`src/rtl/sxt_pkg.sv`:
```
// Shared types and constants for the s-expression tokenizer.
package sxt_pkg;

    localparam int POS_W = 16;
    localparam logic [POS_W-1:0] POSITION_MAX = 16'hFFFF;

    // Result queue geometry
    localparam int TQ_DEPTH = 4;
    localparam int TQ_AW    = $clog2(TQ_DEPTH);
    localparam int TQ_CW    = $clog2(TQ_DEPTH + 1);

    typedef enum logic [3:0] {
        KIND_LPAREN   = 4'd0,
        KIND_RPAREN   = 4'd1,
        KIND_INT      = 4'd2,
        KIND_STRING   = 4'd3,
        KIND_DOT      = 4'd4,
        KIND_FLOAT    = 4'd5,
        KIND_NIL      = 4'd6,
        KIND_TRUE     = 4'd7,
        KIND_QUOTE    = 4'd8,
        KIND_SYMBOL   = 4'd9,
        KIND_UNCLOSED = 4'd10,
        KIND_EOI      = 4'd11
    } t_kind;

    typedef struct packed {
        t_kind            kind;
        logic [POS_W-1:0] start_line;
        logic [POS_W-1:0] start_column;
        logic [POS_W-1:0] length;
        logic             last;
    } t_tok;

    // Up to two tokens pushed into the result queue per character
    typedef struct packed {
        logic p0_valid;
        logic p1_valid;
        t_tok tok0;
        t_tok tok1;
    } t_push;

endpackage

```
`src/rtl/sxt_if.sv`:
```
// Valid/ready channel interfaces for characters in and tokens out.
interface sxt_char_if;
    logic       valid;
    logic       ready;
    logic [7:0] char_code;
    logic       end_of_input;

    modport source (output valid, char_code, end_of_input, input ready);
    modport sink   (input valid, char_code, end_of_input, output ready);
endinterface

interface sxt_tok_if;
    logic        valid;
    logic        ready;
    logic [3:0]  kind;
    logic [15:0] start_line;
    logic [15:0] start_column;
    logic [15:0] length;
    logic        last;

    modport source (output valid, kind, start_line, start_column, length, last, input ready);
    modport sink   (input valid, kind, start_line, start_column, length, last, output ready);
endinterface

```
`src/rtl/sxt_lexer.sv`:
```
// Input register and single-pass lexer state update producing up to two tokens.
module sxt_lexer (
    input  logic           i_clk,
    input  logic           i_rst_n,
    sxt_char_if.sink       i_char,
    input  logic           i_room,
    output sxt_pkg::t_push o_push
);

    typedef enum logic [5:0] {
        M_IDLE         = 6'b000001,
        M_COMMENT      = 6'b000010,
        M_OPEN         = 6'b000100,
        M_OPEN_COMMENT = 6'b001000,
        M_STRING       = 6'b010000,
        M_ATOM         = 6'b100000
    } t_mode;

    typedef enum logic [9:0] {
        K_START = 10'b0000000001,
        K_DEAD  = 10'b0000000010,
        K_DOT   = 10'b0000000100,
        K_T     = 10'b0000001000,
        K_HASH  = 10'b0000010000,
        K_HASHT = 10'b0000100000,
        K_HASHF = 10'b0001000000,
        K_N     = 10'b0010000000,
        K_NI    = 10'b0100000000,
        K_NIL   = 10'b1000000000
    } t_kw;

    typedef enum logic [7:0] {
        N_START = 8'b00000001,
        N_DEAD  = 8'b00000010,
        N_SIGN  = 8'b00000100,
        N_INT   = 8'b00001000,
        N_DOT0  = 8'b00010000,
        N_SDOT  = 8'b00100000,
        N_FRAC  = 8'b01000000,
        N_FEND  = 8'b10000000
    } t_num;

    localparam logic [7:0] CH_NUL   = 8'h00;
    localparam logic [7:0] CH_TAB   = 8'h09;
    localparam logic [7:0] CH_LF    = 8'h0A;
    localparam logic [7:0] CH_CR    = 8'h0D;
    localparam logic [7:0] CH_SPACE = 8'h20;
    localparam logic [7:0] CH_DQ    = 8'h22;
    localparam logic [7:0] CH_HASH  = 8'h23;
    localparam logic [7:0] CH_SQ    = 8'h27;
    localparam logic [7:0] CH_LP    = 8'h28;
    localparam logic [7:0] CH_RP    = 8'h29;
    localparam logic [7:0] CH_PLUS  = 8'h2B;
    localparam logic [7:0] CH_MINUS = 8'h2D;
    localparam logic [7:0] CH_DOT   = 8'h2E;
    localparam logic [7:0] CH_D0    = 8'h30;
    localparam logic [7:0] CH_D9    = 8'h39;
    localparam logic [7:0] CH_SEMI  = 8'h3B;
    localparam logic [7:0] CH_BSL   = 8'h5C;
    localparam logic [7:0] CH_F     = 8'h66;
    localparam logic [7:0] CH_I     = 8'h69;
    localparam logic [7:0] CH_L     = 8'h6C;
    localparam logic [7:0] CH_N     = 8'h6E;
    localparam logic [7:0] CH_T     = 8'h74;

    localparam int PW = sxt_pkg::POS_W;

    function automatic logic [PW-1:0] sat_inc(input logic [PW-1:0] v);
        return (v == sxt_pkg::POSITION_MAX) ? v : v + 1'b1;
    endfunction

    function automatic logic is_blank(input logic [7:0] c);
        return c == CH_SPACE || c == CH_TAB || c == CH_CR || c == CH_LF || c == CH_NUL;
    endfunction

    function automatic logic is_sep(input logic [7:0] c);
        return is_blank(c) || c == CH_LP || c == CH_RP || c == CH_DQ || c == CH_SQ
            || c == CH_SEMI;
    endfunction

    function automatic t_kw kw_next(input t_kw s, input logic [7:0] c);
        t_kw k;
        k = K_DEAD;
        case (s)
            K_START: begin
                if (c == CH_DOT)       k = K_DOT;
                else if (c == CH_T)    k = K_T;
                else if (c == CH_HASH) k = K_HASH;
                else if (c == CH_N)    k = K_N;
            end
            K_HASH: begin
                if (c == CH_T)      k = K_HASHT;
                else if (c == CH_F) k = K_HASHF;
            end
            K_N:     if (c == CH_I) k = K_NI;
            K_NI:    if (c == CH_L) k = K_NIL;
            default: k = K_DEAD;
        endcase
        return k;
    endfunction

    function automatic t_num num_next(input t_num s, input logic [7:0] c);
        t_num n;
        logic d;
        d = (c >= CH_D0) && (c <= CH_D9);
        n = N_DEAD;
        case (s)
            N_START: begin
                if (c == CH_PLUS || c == CH_MINUS) n = N_SIGN;
                else if (d)                         n = N_INT;
                else if (c == CH_DOT)               n = N_DOT0;
            end
            N_SIGN: begin
                if (d)                n = N_INT;
                else if (c == CH_DOT) n = N_SDOT;
            end
            N_INT: begin
                if (d)                n = N_INT;
                else if (c == CH_DOT) n = N_FRAC;
            end
            N_DOT0, N_SDOT, N_FRAC: begin
                if (d)              n = N_FRAC;
                else if (c == CH_F) n = N_FEND;
            end
            default: n = N_DEAD;
        endcase
        return n;
    endfunction

    function automatic sxt_pkg::t_kind atom_kind(input t_kw k, input t_num n);
        sxt_pkg::t_kind r;
        if (k == K_DOT)                       r = sxt_pkg::KIND_DOT;
        else if (k == K_T || k == K_HASHT)    r = sxt_pkg::KIND_TRUE;
        else if (k == K_HASHF || k == K_NIL)  r = sxt_pkg::KIND_NIL;
        else if (n == N_INT)                  r = sxt_pkg::KIND_INT;
        else if (n == N_FRAC || n == N_FEND)  r = sxt_pkg::KIND_FLOAT;
        else                                  r = sxt_pkg::KIND_SYMBOL;
        return r;
    endfunction

    function automatic sxt_pkg::t_tok mk_tok(input sxt_pkg::t_kind k,
                                             input logic [PW-1:0] ln,
                                             input logic [PW-1:0] col,
                                             input logic [PW-1:0] len);
        sxt_pkg::t_tok t;
        t.kind         = k;
        t.start_line   = ln;
        t.start_column = col;
        t.length       = len;
        t.last         = 1'b0;
        return t;
    endfunction

    // Input register
    logic       r_valid;
    logic [7:0] r_char;
    logic       r_eoi;

    // Scanner state
    t_mode         r_mode, n_mode;
    logic          r_bsl, n_bsl;
    logic [PW-1:0] r_line, n_line;
    logic [PW-1:0] r_col, n_col;
    logic [PW-1:0] r_tline, n_tline;
    logic [PW-1:0] r_tcol, n_tcol;
    logic [PW-1:0] r_tlen, n_tlen;
    t_kw           r_kw, n_kw;
    t_num          r_num, n_num;

    logic          fire;
    logic          start;
    logic [PW-1:0] cc;
    logic          a_v, b_v;
    sxt_pkg::t_tok a_tok, b_tok;

    assign fire         = r_valid && i_room;
    assign i_char.ready = !r_valid || fire;
    assign cc           = sat_inc(r_col);

    always_ff @(posedge i_clk) begin
        if (!i_rst_n) begin
            r_valid <= 1'b0;
        end else if (i_char.ready) begin
            r_valid <= i_char.valid;
        end
    end

    always_ff @(posedge i_clk) begin
        if (i_char.ready && i_char.valid) begin
            r_char <= i_char.char_code;
            r_eoi  <= i_char.end_of_input;
        end
    end

    always_comb begin
        n_mode  = r_mode;
        n_bsl   = r_bsl;
        n_line  = r_line;
        n_col   = r_col;
        n_tline = r_tline;
        n_tcol  = r_tcol;
        n_tlen  = r_tlen;
        n_kw    = r_kw;
        n_num   = r_num;
        start   = 1'b0;
        a_v     = 1'b0;
        b_v     = 1'b0;
        a_tok   = '0;
        b_tok   = '0;

        if (fire) begin
            if (r_eoi) begin
                // Flush a pending atom or open paren, report the end, return to reset state
                if (r_mode == M_ATOM) begin
                    a_v   = 1'b1;
                    a_tok = mk_tok(atom_kind(r_kw, r_num), r_tline, r_tcol, r_tlen);
                end else if (r_mode == M_OPEN || r_mode == M_OPEN_COMMENT) begin
                    a_v   = 1'b1;
                    a_tok = mk_tok(sxt_pkg::KIND_LPAREN, r_tline, r_tcol, PW'(1));
                end
                b_v     = 1'b1;
                b_tok   = mk_tok(sxt_pkg::KIND_EOI, r_line, cc, '0);
                n_mode  = M_IDLE;
                n_bsl   = 1'b0;
                n_line  = PW'(1);
                n_col   = '0;
                n_tline = PW'(1);
                n_tcol  = PW'(1);
                n_tlen  = '0;
                n_kw    = K_START;
                n_num   = N_START;
            end else begin
                case (r_mode)
                    M_COMMENT: begin
                        if (r_char == CH_LF) n_mode = M_IDLE;
                    end
                    M_OPEN_COMMENT: begin
                        if (r_char == CH_LF) n_mode = M_OPEN;
                    end
                    M_OPEN: begin
                        if (is_blank(r_char)) begin
                            n_mode = M_OPEN;
                        end else if (r_char == CH_SEMI) begin
                            n_mode = M_OPEN_COMMENT;
                        end else if (r_char == CH_RP) begin
                            a_v    = 1'b1;
                            a_tok  = mk_tok(sxt_pkg::KIND_NIL, r_tline, r_tcol, PW'(2));
                            n_mode = M_IDLE;
                        end else begin
                            a_v   = 1'b1;
                            a_tok = mk_tok(sxt_pkg::KIND_LPAREN, r_tline, r_tcol, PW'(1));
                            start = 1'b1;
                        end
                    end
                    M_STRING: begin
                        if (r_char == CH_LF) begin
                            a_v    = 1'b1;
                            a_tok  = mk_tok(sxt_pkg::KIND_UNCLOSED, r_tline, r_tcol, r_tlen);
                            n_mode = M_IDLE;
                            n_bsl  = 1'b0;
                        end else if (r_char == CH_DQ && !r_bsl) begin
                            n_tlen = sat_inc(r_tlen);
                            a_v    = 1'b1;
                            a_tok  = mk_tok(sxt_pkg::KIND_STRING, r_tline, r_tcol, n_tlen);
                            n_mode = M_IDLE;
                        end else begin
                            n_tlen = sat_inc(r_tlen);
                            n_bsl  = (r_char == CH_BSL);
                        end
                    end
                    M_ATOM: begin
                        if (is_sep(r_char)) begin
                            a_v   = 1'b1;
                            a_tok = mk_tok(atom_kind(r_kw, r_num), r_tline, r_tcol, r_tlen);
                            start = 1'b1;
                        end else begin
                            n_tlen = sat_inc(r_tlen);
                            n_kw   = kw_next(r_kw, r_char);
                            n_num  = num_next(r_num, r_char);
                        end
                    end
                    default: start = 1'b1;
                endcase

                // Begin a new token from this character
                if (start) begin
                    n_mode = M_IDLE;
                    if (is_blank(r_char)) begin
                        n_mode = M_IDLE;
                    end else if (r_char == CH_SEMI) begin
                        n_mode = M_COMMENT;
                    end else if (r_char == CH_RP) begin
                        b_v   = 1'b1;
                        b_tok = mk_tok(sxt_pkg::KIND_RPAREN, r_line, cc, PW'(1));
                    end else if (r_char == CH_SQ) begin
                        b_v   = 1'b1;
                        b_tok = mk_tok(sxt_pkg::KIND_QUOTE, r_line, cc, PW'(1));
                    end else begin
                        n_tline = r_line;
                        n_tcol  = cc;
                        n_tlen  = PW'(1);
                        if (r_char == CH_LP) begin
                            n_mode = M_OPEN;
                        end else if (r_char == CH_DQ) begin
                            n_mode = M_STRING;
                            n_bsl  = 1'b0;
                        end else begin
                            n_mode = M_ATOM;
                            n_kw   = kw_next(K_START, r_char);
                            n_num  = num_next(N_START, r_char);
                        end
                    end
                end

                if (r_char == CH_LF) begin
                    n_line = sat_inc(r_line);
                    n_col  = '0;
                end else begin
                    n_col = cc;
                end
            end
        end
    end

    // Pack the flushed token ahead of the newly started one
    always_comb begin
        o_push.p0_valid  = a_v || b_v;
        o_push.p1_valid  = a_v && b_v;
        o_push.tok0      = a_v ? a_tok : b_tok;
        o_push.tok0.last = !(a_v && b_v);
        o_push.tok1      = b_tok;
        o_push.tok1.last = 1'b1;
    end

    always_ff @(posedge i_clk) begin
        if (!i_rst_n) begin
            r_mode  <= M_IDLE;
            r_bsl   <= 1'b0;
            r_line  <= PW'(1);
            r_col   <= '0;
            r_tline <= PW'(1);
            r_tcol  <= PW'(1);
            r_tlen  <= '0;
            r_kw    <= K_START;
            r_num   <= N_START;
        end else begin
            r_mode  <= n_mode;
            r_bsl   <= n_bsl;
            r_line  <= n_line;
            r_col   <= n_col;
            r_tline <= n_tline;
            r_tcol  <= n_tcol;
            r_tlen  <= n_tlen;
            r_kw    <= n_kw;
            r_num   <= n_num;
        end
    end

endmodule

```
`src/rtl/sxt_tok_fifo.sv`:
```
// Result queue: takes up to two tokens per cycle, hands out one per transaction.
module sxt_tok_fifo (
    input  logic           i_clk,
    input  logic           i_rst_n,
    input  sxt_pkg::t_push i_push,
    output logic           o_room,
    sxt_tok_if.source      o_tok
);

    localparam int AW = sxt_pkg::TQ_AW;
    localparam int CW = sxt_pkg::TQ_CW;

    sxt_pkg::t_tok r_mem [sxt_pkg::TQ_DEPTH];
    logic [AW-1:0] r_wr, n_wr;
    logic [AW-1:0] r_rd, n_rd;
    logic [CW-1:0] r_count, n_count;
    logic [1:0]    push_n;
    logic          pop;
    sxt_pkg::t_tok head;

    assign head   = r_mem[r_rd];
    assign pop    = o_tok.valid && o_tok.ready;
    assign push_n = {1'b0, i_push.p0_valid} + {1'b0, i_push.p1_valid};
    // Room for a full pair regardless of this cycle's pop
    assign o_room = r_count <= CW'(sxt_pkg::TQ_DEPTH - 2);

    assign o_tok.valid        = r_count != '0;
    assign o_tok.kind         = head.kind;
    assign o_tok.start_line   = head.start_line;
    assign o_tok.start_column = head.start_column;
    assign o_tok.length       = head.length;
    assign o_tok.last         = head.last;

    always_comb begin
        n_wr    = r_wr + AW'(push_n);
        n_rd    = r_rd + AW'(pop);
        n_count = r_count + CW'(push_n) - CW'(pop);
    end

    always_ff @(posedge i_clk) begin
        if (i_push.p0_valid) begin
            r_mem[r_wr] <= i_push.tok0;
        end
        if (i_push.p1_valid) begin
            r_mem[r_wr + AW'(1)] <= i_push.tok1;
        end
    end

    always_ff @(posedge i_clk) begin
        if (!i_rst_n) begin
            r_wr    <= '0;
            r_rd    <= '0;
            r_count <= '0;
        end else begin
            r_wr    <= n_wr;
            r_rd    <= n_rd;
            r_count <= n_count;
        end
    end

endmodule

```
`src/rtl/sexpr_tokenizer.sv`:
```
// The character that ends a token is held in the input register, and the token it
//   yields is written into the result queue once there is room; o_tok presents it.
// Throughput: one character per cycle; the input stalls while the four-entry result
//   queue holds more than two tokens, and one character can yield two tokens.
// Reset (i_rst_n low, synchronous): scanner idle at line 1, column 0, queue empty.
module sexpr_tokenizer (
    input  logic      i_clk,
    input  logic      i_rst_n,
    sxt_char_if.sink  i_char,
    sxt_tok_if.source o_tok
);

    sxt_pkg::t_push push;
    logic           room;

    sxt_lexer u_lexer (
        .i_clk   (i_clk),
        .i_rst_n (i_rst_n),
        .i_char  (i_char),
        .i_room  (room),
        .o_push  (push)
    );

    sxt_tok_fifo u_fifo (
        .i_clk   (i_clk),
        .i_rst_n (i_rst_n),
        .i_push  (push),
        .o_room  (room),
        .o_tok   (o_tok)
    );

endmodule

```
`src/flat_wrapper.sv`:
```
// flat-port wrapper written by rule: the top's interface ports become plain ports
module sexpr_tokenizer_flat 
  (i_clk, i_rst_n, i_char_valid, i_char_char_code, i_char_end_of_input, i_char_ready, o_tok_valid, o_tok_kind, o_tok_start_line, o_tok_start_column, o_tok_length, o_tok_last, o_tok_ready);
  sxt_char_if i_char_i ();
  sxt_tok_if o_tok_i ();
  input  logic i_clk;
  input  logic i_rst_n;
  input wire logic [$bits(i_char_i.valid)-1:0] i_char_valid;
  input wire logic [$bits(i_char_i.char_code)-1:0] i_char_char_code;
  input wire logic [$bits(i_char_i.end_of_input)-1:0] i_char_end_of_input;
  output wire logic [$bits(i_char_i.ready)-1:0] i_char_ready;
  output wire logic [$bits(o_tok_i.valid)-1:0] o_tok_valid;
  output wire logic [$bits(o_tok_i.kind)-1:0] o_tok_kind;
  output wire logic [$bits(o_tok_i.start_line)-1:0] o_tok_start_line;
  output wire logic [$bits(o_tok_i.start_column)-1:0] o_tok_start_column;
  output wire logic [$bits(o_tok_i.length)-1:0] o_tok_length;
  output wire logic [$bits(o_tok_i.last)-1:0] o_tok_last;
  input wire logic [$bits(o_tok_i.ready)-1:0] o_tok_ready;
  assign i_char_i.valid = i_char_valid;
  assign i_char_i.char_code = i_char_char_code;
  assign i_char_i.end_of_input = i_char_end_of_input;
  assign i_char_ready = i_char_i.ready;
  assign o_tok_valid = o_tok_i.valid;
  assign o_tok_kind = o_tok_i.kind;
  assign o_tok_start_line = o_tok_i.start_line;
  assign o_tok_start_column = o_tok_i.start_column;
  assign o_tok_length = o_tok_i.length;
  assign o_tok_last = o_tok_i.last;
  assign o_tok_i.ready = o_tok_ready;
  sexpr_tokenizer u_core (.i_clk(i_clk), .i_rst_n(i_rst_n), .i_char(i_char_i), .o_tok(o_tok_i));
endmodule
```
`config.mk`:
```
export PLATFORM = sky130hd
export DESIGN_NAME = sexpr_tokenizer_flat
export DESIGN_NICKNAME = d
export VERILOG_FILES = /design/src/rtl/sxt_pkg.sv /design/src/rtl/sxt_if.sv /design/src/rtl/sxt_lexer.sv /design/src/rtl/sxt_tok_fifo.sv /design/src/rtl/sexpr_tokenizer.sv /design/src/flat_wrapper.sv
export SDC_FILE = /design/constraint.sdc
export NUM_CORES = 1
export LEC_CHECK = 0
export BUFFER_PORTS_ARGS = -buffer_cell sky130_fd_sc_hd__buf_2
export CAP_MARGIN = 20
export CELL_PAD_IN_SITES_DETAIL_PLACEMENT = 2
export CELL_PAD_IN_SITES_GLOBAL_PLACEMENT = 2
export CORE_MARGIN = 8
export CORE_UTILIZATION = 43
export CTS_BUF_LIST = sky130_fd_sc_hd__clkbuf_8
export DETAILED_ROUTE_END_ITERATION = 10
export GPL_TIMING_DRIVEN = 0
export PLACE_DENSITY_LB_ADDON = 0.3
export SETUP_SLACK_MARGIN = 0.02
export SYNTH_ARGS = -nofsm -noshare
export SYNTH_HDL_FRONTEND = slang
export SYNTH_SLANG_ARGS = --single-unit
```
`constraint.sdc`:
```
create_clock -name i_clk -period 5.1 [get_ports i_clk]
set_input_delay 0.255 -clock i_clk [delete_from_list [all_inputs] [get_ports i_clk]]
set_output_delay 0.255 -clock i_clk [all_outputs]
set_load 0.01 [all_outputs]
```
==> metrics.yaml <==
status:
  status: "finished, final reports clean"
detailed_routing:
  antenna_left: 0
  viasPerCell: 6.75
  routed_wl_mm: 71.2
  firstDrtPassIters: 6
  drc: 0
  drtIter0Drc: 1339
  wl_per_cell_microns: 31.5
  num_vias: 15200
cts:
  clk_pin_slew_worst_paths_ps: 60
  cts_tree: "built"
  clockBufferDepth: 3
  cts_buffers: 57
  cts.sinks: 334
  root_buffer: "clkbuf_8"
  htree_levels: 2
  clock_latency_ps: 690
global_route:
  grt_pass1_wl_mm: 107
  grt_max_degree: 24
  grt.total_usage: 0.311
  antenna_found_initial: 1
  gr-total-overflow: 0
  grt_pass1_vias: 16600
synthesis:
  synth_nets: 1569
  synthArstFlopShare: 0
  ys_seq_elements: 334
  syn_avg_cell_area_sq_um: 10.8
  yosysWarnings: 0
  synth_edf_count: 153
  ys.flop_type: "dfxtp_1"
  netlist_area_sq_um: 16700
  synth_cells: 1544
  ys_seq_area_frac: 0.492
  synth_cell_types: 85
timing:
  hold_viol: 0
  rsz0062_at_grt: "no"
  fmax_mhz: 201
  finalCriticalPeriod_ps: 4980
  min_period_over_period: 0.976
  setup_viol: 0
  tightestPinTransition_ps: 1150
  maxSlewViolCount: 0
  worst_hold_slack_ps: 49.5
  slew_headroom: 0.225
  final.setup_skew_ps: 30.4
  finalWorstSetupSlack_ps: 120
power:
  clkPwrFrac: 0.379
  seq_power_share: 0.431
  p_leak_nw: 6.51
  pwr_density_cell_nw_per_um2: 349
  peakVddDrop_mv: 0.221
  p_int_w: 0.00465
  swShare: 0.311
  p_sw_w: 0.00210
  pwr-share-comb: 0.191
cells_and_area:
  finalNonFillerCells: 2260
  final_cell_mix: "dfxtp_1 (181), edfxtp_1 (153), a22o_1 (111)"
  area_delta_synth_final_pct: 15.8
  final_common_cell: "dfxtp_1"
  finalNetCount: 1718
  drive_above_1_share: 0.178
  fillers: 3916
  diodes: 0
critical_path:
  crit_start: "u_core.u_lexer.r_char[5]"
  regToRegStartpoint: "u_core.u_lexer.r_char[5]"
  crit_required_ps: 5630
  crit_fanout: 11
  cp.arrival_ps: 5510
  path_class: "register to register"
  cp-start-kind: "register"
  critPathCaptureType: "register"
floorplan:
  die_x_microns: 213
  coreArea_sq_um: 38500
  rows: 72
  io_pins: 68
  initial_utilization: 0.434
  die_y_microns: 213
  die-area_sq_um: 45400
flow_run:
  cap_viol_max_count: 0
placed_design:
  gp_congestion: 0.882
  place_ws_ps: -1320
  post-place-cells: 2136
  io_buffers: 66
  dp_hpwl_mm: 45.7
worst_hold_path:
  hp-start: "i_rst_n"
  hold_class: "primary input to register"
cell usage after synthesis, types with 14 or more instances:
cell type  count  area (sq um)
a21oi_1       68           340
a22o_1       111           972
a32o_1        80           801
and2_1        17           106
and3_1        14          87.6
buf_2         28           140
clkbuf_1      95           357
dfxtp_1      181          3620
edfxtp_1     153          4590
inv_1         26          97.6
mux4_2        53          1190
nand2_1      108           405
nand3_1       46           230
nand4_1       29           181
nor2_1       100           375
nor3_1        26           130
nor4_1        14          87.6
o211ai_1      14           105
o21ai_0       75           375
o22ai_1       22           138
or3_1         16           100
xnor2_1       15           131
xor2_1        24           210
per-stage QoR:
stage          total power, W  setup TNS [ps]   util  area (sq um)
3_3_place_gp          0.00409         -314540  0.459         17700
5_1_grt               0.00694               0  0.503         19300
2_1_floorplan         0.00368               0      -         16700
6_report              0.00675               0  0.503         19300
4_1_cts               0.00672               0  0.500         19200
3_5_place_dp          0.00416         -244170  0.463         17800
flip-flops by register name (all words and copies together), names as in the netlist:
signal / count
u_core.u_fifo.r_count: 3
u_core.u_fifo.r_mem: 212
u_core.u_fifo.r_rd: 2
u_core.u_fifo.r_wr: 2
u_core.u_lexer.r_bsl: 1
u_core.u_lexer.r_char: 8
u_core.u_lexer.r_col: 16
u_core.u_lexer.r_eoi: 1
u_core.u_lexer.r_kw: 10
u_core.u_lexer.r_line: 16
u_core.u_lexer.r_mode: 6
u_core.u_lexer.r_num: 8
u_core.u_lexer.r_tcol: 16
u_core.u_lexer.r_tlen: 16
u_core.u_lexer.r_tline: 16
u_core.u_lexer.r_valid: 1
power by group through the flow:
stage               Combinational, W  Clock [W]  Sequential [W]
floorplan                   0.000744          0         0.00294
global placement             0.00114          0         0.00295
detailed placement           0.00121          0         0.00296
CTS                          0.00125    0.00257         0.00290
global route                 0.00136    0.00267         0.00291
finish                       0.00129    0.00256         0.00290
final cells by class:
cell class,instances,area (sq um),area share
buffer,136,624,0.0323
timing repair buffer,94,647,0.0334
inverter,26,110,0.00569
clock inverter,38,199,0.0103
clock buffer,70,963,0.0498
multi-input combinational,1044,7930,0.410
sequential,334,8220,0.425
tap,518,648,0.0335
kinds of logic (layout without fill, tap and decap cells):
family                   count (synthesis)  after routing  synth area share
multiplexers                            57             57            0.0740
adder cells (fa/ha/maj)                 12             12           0.00944
AND/OR/NAND/NOR                        432            432             0.132
buffers and inverters                  166            364            0.0420
XOR/XNOR                                39             39            0.0205
flip-flops                             334            334             0.492
AO/OA/AOI/OAI                          504            504             0.230
path summary, 6_finish.rpt:
path                            slack [ps]                          to  cells past startpoint
worst min register to register         460  u_core.u_fifo.r_mem[1][10]                      2
worst max register to register         120  u_core.u_fifo.r_mem[1][36]                     16
worst min-delay path                    50     u_core.u_lexer.r_num[3]                      3
worst max-delay path                   120  u_core.u_fifo.r_mem[1][36]                     16
routing by layer:
metal / part of all wire / vias up / global-route usage / wire length (microns)
li1: - / 6403 / - / -
met1: 0.39 / 7756 / 0.378 / 27700
met2: 0.49 / 849 / 0.529 / 34900
met3: 0.073 / 235 / 0.0584 / 5230
met4: 0.048 / 2 / 0.148 / 3390
met5: 0.00018 / - / 0 / 13
what timing repair did:
item | in CTS | in global routing
resized for setup | 38 | 20
endpoints found under the setup margin | 352 | 333
setup buffers | 6 | 0
hold buffers | 10 | 0
endpoints found under the hold margin | 10 | 0
pin swaps | 0 | 0
worst max-delay path, cell delays in order, from the launching register on:
cell and delay, ps:
edfxtp_1 450, buf_2 240, nor3b_1 200, o21ai_0 200, a31o_2 340, a21oi_4 290
o21ai_4 170, nand2_1 250, clkbuf_4 310, clkbuf_4 270, inv_1 80, ha_1 280
or3b_2 630, a21oi_1 320, buf_4 290, buf_4 260, a32o_1 220
(Power assumes the default switching activity.)
